<file path="src/rtl/core/drt_pkg.sv">
// Dirty region tracker package: table geometry, action and config codes, state enum, divider structs.
// No dependencies.
package drt_pkg;
  localparam int NUM_REGIONS = 8;
  localparam int COORD_BITS = 11;
  localparam int SIZE_BITS = COORD_BITS + 1;
  localparam int SLOT_BITS = 3;
  localparam int SEXT_BITS = SIZE_BITS + 2;
  localparam logic [COORD_BITS-1:0] COORD_MAX = {COORD_BITS{1'b1}};
  localparam logic [SIZE_BITS-1:0] SIZE_MAX = {SIZE_BITS{1'b1}};

  typedef enum logic [1:0] {
    ACT_ADD = 2'd0,
    ACT_MERGE = 2'd1,
    ACT_READ = 2'd2,
    ACT_CLEAR = 2'd3
  } action_t;

  typedef enum logic [1:0] {
    CFG_SW = 2'd0,
    CFG_SH = 2'd1,
    CFG_TAE = 2'd2,
    CFG_TS = 2'd3
  } cfg_idx_t;

  typedef enum logic [3:0] {
    ST_IDLE,
    ST_DIVX,
    ST_DIVW,
    ST_DIVY,
    ST_DIVH,
    ST_FIND,
    ST_PAIR,
    ST_LIST
  } state_t;

  typedef struct packed {
    logic start;
    logic [SEXT_BITS-1:0] num;
    logic [7:0] den;
  } div_req_t;

  typedef struct packed {
    logic done;
    logic [SEXT_BITS-1:0] quot;
    logic [7:0] rem;
  } div_rsp_t;
endpackage

</file>
<file path="src/rtl/core/dirty_region_tracker.sv">
// Dirty region tracker top level: sequencer, region table, shared divider.
// Depends on drt_pkg and drt_divider.
//
// Takes one request when start is high and busy is low. An add with tile
// alignment holds busy through four serial tile divisions, each of which
// loads the divider, waits for the quotient bits and takes the result, and
// then through the slot scan. With alignment off it holds busy for the slot
// scan only. Merge holds busy for one pair test per slot pair and then lists
// each active entry (one empty entry when the table is empty); read only
// lists. Clear leaves busy low. The final result of a request shows up in
// the same cycle as busy drops. Results appear for one cycle with out_valid;
// the receiver cannot stall.
module dirty_region_tracker (
  input  logic        clk,
  input  logic        rst_n,
  input  logic        start,
  output logic        busy,
  input  logic [1:0]  in_action,
  input  logic signed [11:0] in_x,
  input  logic signed [11:0] in_y,
  input  logic [10:0] in_w,
  input  logic [10:0] in_h,
  input  logic        cfg_we,
  input  logic [1:0]  cfg_index,
  input  logic [10:0] cfg_data,
  output logic        out_valid,
  output logic [2:0]  out_slot,
  output logic [10:0] out_rect_x,
  output logic [10:0] out_rect_y,
  output logic [11:0] out_rect_w,
  output logic [11:0] out_rect_h,
  output logic        out_active,
  output logic        out_full_merge,
  output logic [4:0]  out_merged_count,
  output logic        out_last
);
  import drt_pkg::*;

  localparam int S = SEXT_BITS;

  logic [10:0] sw_r, sh_r;
  logic tae_r;
  logic [7:0] ts_r;

  logic [COORD_BITS-1:0] left_r [NUM_REGIONS];
  logic [COORD_BITS-1:0] top_r [NUM_REGIONS];
  logic [SIZE_BITS-1:0] wid_r [NUM_REGIONS];
  logic [SIZE_BITS-1:0] hgt_r [NUM_REGIONS];
  logic [NUM_REGIONS-1:0] valid_r;
  logic dirty_pending_r;

  state_t state_r, state_nxt;
  logic [SLOT_BITS-1:0] i_r, j_r;
  logic [4:0] cnt_r;
  logic [S-1:0] ax_r, ay_r, aw_r, ah_r;
  logic first_r;
  logic div_wait_r;

  div_req_t dreq;
  div_rsp_t drsp;

  drt_divider u_div (.clk(clk), .rst_n(rst_n), .req(dreq), .rsp(drsp));

  // Clipping of a new request.
  logic signed [S-1:0] cx, cy, cw, ch;
  always_comb begin
    cx = in_x[11] ? '0 : S'(in_x);
    cy = in_y[11] ? '0 : S'(in_y);
    cw = S'(in_w);
    ch = S'(in_h);
    if (cx + cw > S'(sw_r)) cw = S'(sw_r) - cx;
    if (cy + ch > S'(sh_r)) ch = S'(sh_r) - cy;
    if (cw < 0) cw = '0;
    if (ch < 0) ch = '0;
  end

  // Saturation to the table widths.
  function automatic logic [COORD_BITS-1:0] sat_c(input logic [S-1:0] v);
    return (v[S-1]) ? '0 : ((v > S'(COORD_MAX)) ? COORD_MAX : v[COORD_BITS-1:0]);
  endfunction
  function automatic logic [SIZE_BITS-1:0] sat_s(input logic [S-1:0] v);
    return (v[S-1]) ? '0 : ((v > S'(SIZE_MAX)) ? SIZE_MAX : v[SIZE_BITS-1:0]);
  endfunction

  logic align;
  assign align = tae_r && (ts_r != 8'd0);

  // Aligned values from the divider.
  logic [S-1:0] prod_dn, prod_up;
  assign prod_dn = S'(drsp.quot * ts_r);
  assign prod_up = (drsp.rem == 8'd0) ? prod_dn : S'(prod_dn + S'(ts_r));

  // Free slot search.
  logic found;
  logic [SLOT_BITS-1:0] free_idx;
  always_comb begin
    found = 1'b0;
    free_idx = '0;
    for (int k = NUM_REGIONS - 1; k >= 0; k--) begin
      if (!valid_r[k]) begin
        found = 1'b1;
        free_idx = SLOT_BITS'(k);
      end
    end
  end

  // Pair overlap test on the shared compare path.
  logic [S-1:0] pax, pay, par, pab, pbx, pby, pbr, pbb;
  logic ovl;
  always_comb begin
    pax = S'(left_r[i_r]);
    pay = S'(top_r[i_r]);
    par = pax + S'(wid_r[i_r]);
    pab = pay + S'(hgt_r[i_r]);
    pbx = S'(left_r[j_r]);
    pby = S'(top_r[j_r]);
    pbr = pbx + S'(wid_r[j_r]);
    pbb = pby + S'(hgt_r[j_r]);
    ovl = valid_r[i_r] && valid_r[j_r] &&
          !(pbx >= par || pbr <= pax || pby >= pab || pbb <= pay);
  end

  // Union with slot 0 for a full table.
  logic [S-1:0] ux, uy, ur, ub;
  always_comb begin
    ux = (S'(left_r[0]) < ax_r) ? S'(left_r[0]) : ax_r;
    uy = (S'(top_r[0]) < ay_r) ? S'(top_r[0]) : ay_r;
    ur = S'(left_r[0]) + S'(wid_r[0]);
    ub = S'(top_r[0]) + S'(hgt_r[0]);
    if (ax_r + aw_r > ur) ur = ax_r + aw_r;
    if (ay_r + ah_r > ub) ub = ay_r + ah_r;
  end

  // Next active slot for listing (from i_r).
  logic lfound, lmore;
  logic [SLOT_BITS-1:0] lidx;
  always_comb begin
    lfound = 1'b0;
    lidx = '0;
    for (int k = NUM_REGIONS - 1; k >= 0; k--) begin
      if (valid_r[k] && SLOT_BITS'(k) >= i_r) begin
        lfound = 1'b1;
        lidx = SLOT_BITS'(k);
      end
    end
    lmore = 1'b0;
    for (int k = 0; k < NUM_REGIONS; k++) begin
      if (valid_r[k] && SLOT_BITS'(k) > lidx) lmore = 1'b1;
    end
  end

  logic accept;
  assign accept = start && !busy;
  assign busy = (state_r != ST_IDLE);

  // Next state.
  always_comb begin
    state_nxt = state_r;
    unique case (state_r)
      ST_IDLE: begin
        if (accept) begin
          unique case (action_t'(in_action))
            ACT_ADD: state_nxt = align ? ST_DIVX : ST_FIND;
            ACT_MERGE: state_nxt = ST_PAIR;
            ACT_READ: state_nxt = ST_LIST;
            ACT_CLEAR: state_nxt = ST_IDLE;
            default: state_nxt = ST_IDLE;
          endcase
        end
      end
      ST_DIVX: if (drsp.done && div_wait_r) state_nxt = ST_DIVW;
      ST_DIVW: if (drsp.done && div_wait_r) state_nxt = ST_DIVY;
      ST_DIVY: if (drsp.done && div_wait_r) state_nxt = ST_DIVH;
      ST_DIVH: if (drsp.done && div_wait_r) state_nxt = ST_FIND;
      ST_FIND: state_nxt = ST_IDLE;
      ST_PAIR: begin
        if (i_r == SLOT_BITS'(NUM_REGIONS - 2) && j_r == SLOT_BITS'(NUM_REGIONS - 1))
          state_nxt = ST_LIST;
      end
      ST_LIST: if (!lfound || !lmore) state_nxt = ST_IDLE;
      default: state_nxt = ST_IDLE;
    endcase
  end

  // Divider requests.
  always_comb begin
    dreq.start = 1'b0;
    dreq.num = ax_r;
    dreq.den = ts_r;
    if (!div_wait_r) begin
      unique case (state_r)
        ST_DIVX: begin dreq.start = 1'b1; dreq.num = ax_r; end
        ST_DIVW: begin dreq.start = 1'b1; dreq.num = aw_r; end
        ST_DIVY: begin dreq.start = 1'b1; dreq.num = ay_r; end
        ST_DIVH: begin dreq.start = 1'b1; dreq.num = ah_r; end
        default: dreq.start = 1'b0;
      endcase
    end
  end

  // Datapath and outputs.
  always_ff @(posedge clk) begin
    out_valid <= 1'b0;
    if (!rst_n) begin
      state_r <= ST_IDLE;
      valid_r <= '0;
      dirty_pending_r <= 1'b0;
      div_wait_r <= 1'b0;
      sw_r <= 11'd128;
      sh_r <= 11'd64;
      tae_r <= 1'b1;
      ts_r <= 8'd8;
      for (int k = 0; k < NUM_REGIONS; k++) begin
        left_r[k] <= '0;
        top_r[k] <= '0;
        wid_r[k] <= '0;
        hgt_r[k] <= '0;
      end
    end else begin
      state_r <= state_nxt;
      if (cfg_we) begin
        unique case (cfg_idx_t'(cfg_index))
          CFG_SW: sw_r <= cfg_data;
          CFG_SH: sh_r <= cfg_data;
          CFG_TAE: tae_r <= cfg_data[0];
          CFG_TS: ts_r <= cfg_data[7:0];
          default: ;
        endcase
      end
      if (dreq.start) div_wait_r <= 1'b1;
      if (drsp.done) div_wait_r <= 1'b0;
      out_full_merge <= 1'b0;
      out_merged_count <= '0;
      unique case (state_r)
        ST_IDLE: begin
          i_r <= '0;
          j_r <= SLOT_BITS'(1);
          cnt_r <= '0;
          first_r <= 1'b1;
          ax_r <= cx;
          ay_r <= cy;
          aw_r <= cw;
          ah_r <= ch;
          if (accept && action_t'(in_action) == ACT_CLEAR) begin
            valid_r <= '0;
            dirty_pending_r <= 1'b0;
            for (int k = 0; k < NUM_REGIONS; k++) begin
              left_r[k] <= '0;
              top_r[k] <= '0;
              wid_r[k] <= '0;
              hgt_r[k] <= '0;
            end
            out_valid <= 1'b1;
            out_slot <= '0;
            out_rect_x <= '0;
            out_rect_y <= '0;
            out_rect_w <= '0;
            out_rect_h <= '0;
            out_active <= 1'b0;
            out_last <= 1'b1;
          end
        end
        ST_DIVX: if (drsp.done && div_wait_r) begin
          aw_r <= aw_r + ax_r - prod_dn;
          ax_r <= prod_dn;
        end
        ST_DIVW: if (drsp.done && div_wait_r) aw_r <= prod_up;
        ST_DIVY: if (drsp.done && div_wait_r) ay_r <= prod_dn;
        ST_DIVH: if (drsp.done && div_wait_r) ah_r <= prod_up;
        ST_FIND: begin
          dirty_pending_r <= 1'b1;
          out_valid <= 1'b1;
          out_active <= 1'b1;
          out_last <= 1'b1;
          if (found) begin
            left_r[free_idx] <= sat_c(ax_r);
            top_r[free_idx] <= sat_c(ay_r);
            wid_r[free_idx] <= sat_s(aw_r);
            hgt_r[free_idx] <= sat_s(ah_r);
            valid_r[free_idx] <= 1'b1;
            out_slot <= free_idx;
            out_rect_x <= sat_c(ax_r);
            out_rect_y <= sat_c(ay_r);
            out_rect_w <= sat_s(aw_r);
            out_rect_h <= sat_s(ah_r);
          end else begin
            left_r[0] <= sat_c(ux);
            top_r[0] <= sat_c(uy);
            wid_r[0] <= sat_s(ur - ux);
            hgt_r[0] <= sat_s(ub - uy);
            out_slot <= '0;
            out_rect_x <= sat_c(ux);
            out_rect_y <= sat_c(uy);
            out_rect_w <= sat_s(ur - ux);
            out_rect_h <= sat_s(ub - uy);
            out_full_merge <= 1'b1;
          end
        end
        ST_PAIR: begin
          if (ovl) begin
            left_r[i_r] <= (pax < pbx) ? pax[COORD_BITS-1:0] : pbx[COORD_BITS-1:0];
            top_r[i_r] <= (pay < pby) ? pay[COORD_BITS-1:0] : pby[COORD_BITS-1:0];
            wid_r[i_r] <= sat_s(((par > pbr) ? par : pbr) - ((pax < pbx) ? pax : pbx));
            hgt_r[i_r] <= sat_s(((pab > pbb) ? pab : pbb) - ((pay < pby) ? pay : pby));
            valid_r[j_r] <= 1'b0;
            if (cnt_r != 5'd31) cnt_r <= cnt_r + 5'd1;
          end
          if (j_r == SLOT_BITS'(NUM_REGIONS - 1)) begin
            if (i_r == SLOT_BITS'(NUM_REGIONS - 2)) i_r <= '0;
            else begin
              i_r <= i_r + SLOT_BITS'(1);
              j_r <= i_r + SLOT_BITS'(2);
            end
          end else j_r <= j_r + SLOT_BITS'(1);
        end
        ST_LIST: begin
          first_r <= 1'b0;
          out_merged_count <= cnt_r;
          if (lfound) begin
            out_valid <= 1'b1;
            out_slot <= lidx;
            out_rect_x <= left_r[lidx];
            out_rect_y <= top_r[lidx];
            out_rect_w <= wid_r[lidx];
            out_rect_h <= hgt_r[lidx];
            out_active <= 1'b1;
            out_last <= !lmore;
            i_r <= lidx + SLOT_BITS'(1);
          end else begin
            out_valid <= first_r;
            out_slot <= '0;
            out_rect_x <= '0;
            out_rect_y <= '0;
            out_rect_w <= '0;
            out_rect_h <= '0;
            out_active <= 1'b0;
            out_last <= 1'b1;
          end
        end
        default: ;
      endcase
    end
  end
endmodule

</file>
<file path="src/rtl/core/drt_divider.sv">
// Shared restoring divider, one quotient bit per cycle.
// Depends on drt_pkg.
module drt_divider (
  input  logic             clk,
  input  logic             rst_n,
  input  drt_pkg::div_req_t req,
  output drt_pkg::div_rsp_t rsp
);
  import drt_pkg::*;

  logic [SEXT_BITS-1:0] q_r, q_nxt;
  logic [8:0] rem_r, rem_nxt;
  logic [7:0] den_r, den_nxt;
  logic [4:0] cnt_r, cnt_nxt;
  logic busy_r, busy_nxt, done_r, done_nxt;
  logic [8:0] trial;

  always_comb begin
    q_nxt = q_r;
    rem_nxt = rem_r;
    den_nxt = den_r;
    cnt_nxt = cnt_r;
    busy_nxt = busy_r;
    done_nxt = 1'b0;
    trial = '0;
    if (req.start) begin
      q_nxt = req.num;
      rem_nxt = '0;
      den_nxt = req.den;
      cnt_nxt = 5'(SEXT_BITS);
      busy_nxt = 1'b1;
    end else if (busy_r) begin
      trial = {rem_r[7:0], q_r[SEXT_BITS-1]};
      if (trial >= {1'b0, den_r}) begin
        rem_nxt = trial - {1'b0, den_r};
        q_nxt = {q_r[SEXT_BITS-2:0], 1'b1};
      end else begin
        rem_nxt = trial;
        q_nxt = {q_r[SEXT_BITS-2:0], 1'b0};
      end
      cnt_nxt = cnt_r - 5'd1;
      if (cnt_r == 5'd1) begin
        busy_nxt = 1'b0;
        done_nxt = 1'b1;
      end
    end
  end

  always_ff @(posedge clk) begin
    if (!rst_n) begin
      busy_r <= 1'b0;
      done_r <= 1'b0;
      cnt_r <= '0;
    end else begin
      busy_r <= busy_nxt;
      done_r <= done_nxt;
      cnt_r <= cnt_nxt;
    end
    q_r <= q_nxt;
    rem_r <= rem_nxt;
    den_r <= den_nxt;
  end

  assign rsp.done = done_r;
  assign rsp.quot = q_r;
  assign rsp.rem = rem_r[7:0];
endmodule
</file>
<file path="config.mk">
export PLATFORM = sky130hd
export DESIGN_NAME = dirty_region_tracker
export DESIGN_NICKNAME = d
export VERILOG_FILES = /design/src/rtl/core/drt_pkg.sv /design/src/rtl/core/dirty_region_tracker.sv /design/src/rtl/core/drt_divider.sv
export SDC_FILE = /design/constraint.sdc
export NUM_CORES = 2
export LEC_CHECK = 0
export ABC_AREA = 0
export BUFFER_PORTS_ARGS = -buffer_cell sky130_fd_sc_hd__buf_2
export CORE_MARGIN = 8
export CORE_UTILIZATION = 31
export DETAILED_ROUTE_END_ITERATION = 16
export HOLD_SLACK_MARGIN = 0.1
export SETUP_SLACK_MARGIN = 0.05
export SYNTH_ARGS = -nofsm -noshare
export SYNTH_HDL_FRONTEND = slang
export SYNTH_SLANG_ARGS = --single-unit
</file>
<file path="constraint.sdc">
create_clock -name clk -period 9.79 [get_ports clk]
set_clock_uncertainty 0.15 [all_clocks]
set_input_delay 1.958 -clock clk [delete_from_list [all_inputs] [get_ports clk]]
set_output_delay 1.958 -clock clk [all_outputs]
set_load 0.02 [all_outputs]
</file>
==> results.json <==
{
  "cts_max_level": 3,
  "synth_warnings": 0,
  "ys_ff_latch": 580,
  "period_minus_slack_ns": 9.18,
  "status": "finished clean",
  "io_buffers": 123,
  "nets": 5566,
  "gp_congestion": 0.946,
  "holdCritPathClass": "flop to flop",
  "async_flop_share": 0,
  "root_buffer": "clkbuf_16",
  "end_kind": "flop",
  "cts_tree": "yes",
  "place_ws_ns": 0.784,
  "synth_area_um2": 48500,
  "fin_crit_sh": 0.938,
  "grt_pass1_vias": 40957,
  "n_fill_cell": 15698,
  "crit_path_top_delay_cell": "nand3_1",
  "synth_top_family_by_area": "compound AO/OA/AOI/OAI gates",
  "place_area_um2": 51700,
  "ioPinCount": 124,
  "fmax_mhz": 109,
  "cpMostUsedCell": "a21oi_1",
  "num_vias": 41948,
  "finalInstanceArea_um2": 54100,
  "synth_ff_type": "edfxtp_1",
  "core-area_um2": 156000,
  "ys_types": 93,
  "min_from": "u_div.done_r$_SDFF_PP0_",
  "clk_latency_ns": 0.70,
  "num_rows": 145,
  "setup_ws_ns": 0.608,
  "grt_use_total": 0.209,
  "area_growth_pct": 11.5,
  "postCtsHoldBufs": 0,
  "gr-total-overflow": 0,
  "crit_type": "flop to flop",
  "drtPass1Iterations": 6,
  "synth_compound_area_frac": 0.162,
  "clkTransAtPathRegs_ns": 0.07,
  "synth_edf_count": 515,
  "hold_viol": 0,
  "die_area_um2": 169000,
  "numCtsBuffers": 68,
  "worstSetupStartpointType": "flop",
  "cp_max_fo": 37,
  "setup_viol": 0,
  "drive_gt1_frac": 0.132,
  "synthesis.instances": 5007,
  "fin_tns_setup_ns": 0,
  "slowest_delay_ns": 0.75,
  "max_slew_margin": 0.108,
  "regToRegEndpoint": "wid_r[7][4]$_SDFFCE_PN0P_",
  "antenna_left": 0,
  "max_cap_violations": 0,
  "drt-vias-per-instance": 5.87,
  "synth_fa_ha_area_frac": 0.132,
  "tightest_slew_ns": 1.32,
  "synth.avg_cell_area_um2": 9.69,
  "drt_iter0_markers": 4991,
  "hold-path-endpoint": "div_wait_r$_SDFFE_PP0P_",
  "reg2reg_depth": 32,
  "start_util": 0.311,
  "detail_route.wl_per_cell_um": 25.6,
  "r2r_slack_ns": 0.61,
  "synth-simple-area-share": 0.140,
  "antenna_found_initial": 11,
  "rsz0062_at_grt": "no",
  "grt_pass1_wl_um": 267000,
  "worstPathRequired_ns": 10.05,
  "crit_arrival_ns": 9.44,
  "min_path_cells": 1,
  "dp_hpwl_um": 134000,
  "ys_seq_area_frac": 0.346,
  "synth_xor_xnor_area_share": 0.0367,
  "maxSlewViolCount": 0,
  "drc": 0,
  "grt_max_degree": 75,
  "die_y_um": 412,
  "drt_wl_total_um": 183000,
  "synth_mux_area_frac": 0.132,
  "die_w_um": 412,
  "cts_buffer_depth": 3,
  "cts_num_sinks": 580
}
-- cells in the final DEF (no fill, tap or decap), drive strengths merged, types with 83 or more instances in the layout --
master    n
a21oi   280
buf     229
edfxtp  515
ha      399
inv     367
mux2i   143
mux4    185
nand2   288
nor2    715
nor2b    88
nor4     83
o21ai   280
o22ai   167
xnor2   142
-- sequential cells by signal, indices dropped and copies added (netlist names), 5 cells and up, named ones only --
| signal | cells |
|---|---|
| u_div.rem_r | 8 |
| aw_r | 14 |
| u_div.q_r | 14 |
| wid_r | 96 |
| cnt_r | 5 |
| hgt_r | 96 |
| out_merged_count | 5 |
| u_div.cnt_r | 5 |
| top_r | 88 |
| left_r | 88 |
| out_rect_h | 12 |
| u_div.den_r | 8 |
| ah_r | 14 |
| sw_r | 11 |
| ax_r | 14 |
| out_rect_y | 11 |
| out_rect_x | 11 |
| valid_r | 8 |
| out_rect_w | 12 |
| ay_r | 14 |
| ts_r | 8 |
| sh_r | 11 |
-- final cells by class --
| class | count | area [um^2] | share of cell area |
|---|---|---|---|
| multi-input combinational | 3790 | 29400 | 0.544 |
| antenna | 3 | 7.51 | 0.000139 |
| timing repair buffer | 229 | 1550 | 0.0287 |
| inverter | 366 | 1370 | 0.0254 |
| clock inverter | 48 | 638 | 0.0118 |
| tap | 2058 | 2570 | 0.0476 |
| clock buffer | 76 | 1730 | 0.0320 |
| sequential | 580 | 16800 | 0.310 |
-- cells in the mapped netlist (all sizes together), types with 16 or more instances --
cell type	number	share of area
a21o	66	0.010
a211oi	27	0.0042
mux4	185	0.086
inv	364	0.028
nor3	48	0.0051
and3	20	0.0026
nand4	28	0.0036
dfxtp	65	0.027
xnor2	142	0.026
nand2b	67	0.0086
o211ai	16	0.0025
o21a	48	0.0074
clkbuf	194	0.015
nor2b	88	0.011
nand3	54	0.0057
nand2	288	0.022
a31oi	21	0.0033
o221ai	50	0.0090
o21bai	70	0.011
ha	399	0.10
nor4	83	0.011
and2	66	0.0085
a21boi	39	0.0061
nor2	715	0.055
mux2	72	0.017
xor2	61	0.011
fa	67	0.028
a21oi	280	0.030
o22ai	167	0.022
buf	80	0.0078
mux2i	143	0.030
edfxtp	515	0.32
o21ai	280	0.029
-- per-stage QoR --
step,instances,hold slack [ns],util
2_1_floorplan,5010,0.248,-
3_3_place_gp,7023,0.264,0.332
3_5_place_dp,7023,0.268,0.332
4_1_cts,7147,0.289,0.347
5_1_grt,7147,0.314,0.347
6_report,7150,0.292,0.347
-- how the worst max path moves through the flow --
stage / start / endpoint / slack, ns / cells past startpoint
after floorplan: flop / hgt_r[0][9]$_DFFE_PP_ / 0.75 / 40
after global routing: flop / hgt_r[0][10]$_DFFE_PP_ / 0.06 / 36
after detailed placement: flop / hgt_r[6][10]$_SDFFCE_PN0P_ / 0.78 / 35
after global placement: flop / hgt_r[0][10]$_DFFE_PP_ / 0.80 / 35
after CTS: flop / hgt_r[6][10]$_SDFFCE_PN0P_ / 0.69 / 35
final: flop / wid_r[7][4]$_SDFFCE_PN0P_ / 0.61 / 32
-- routing by layer --
layer,vias to the layer above,global-route usage,part of all wire
met5,-,0,0.00019
met4,6,0.0904,0.051
met3,556,0.0559,0.12
met2,2632,0.327,0.44
met1,20280,0.270,0.39
li1,18474,-,-
-- cell families (layout without fill, tap and decap cells) --
logic type	count (synthesis)	after routing
muxes	400	400
xor gates and xnor gates	203	203
AOI/OAI and AO/OA	1212	1212
adders and majority gates	473	473
and+or+nand+nor	1498	1498
other	1	7
buffers and inverters	640	719
DFF	580	580
-- critical path: cells and delay by family, from the launching register on --
family	cells	cell delay [ns]
compound gates	16	3.25
xor+xnor	1	0.35
fa+ha+maj	4	1.31
buf+inv	4	0.83
flops	1	0.58
mux	2	1.09
simple gates	5	1.29
-- repair_timing --
action	in CTS	in global routing
setup buffers	0	0
endpoints found under the setup margin	0	14
endpoints found under the hold margin	0	0
resized for setup	0	1
Power is left out: the tool's default activity adds up to more than one toggle a clock period on the data nets, which glitch-free logic cannot reach.
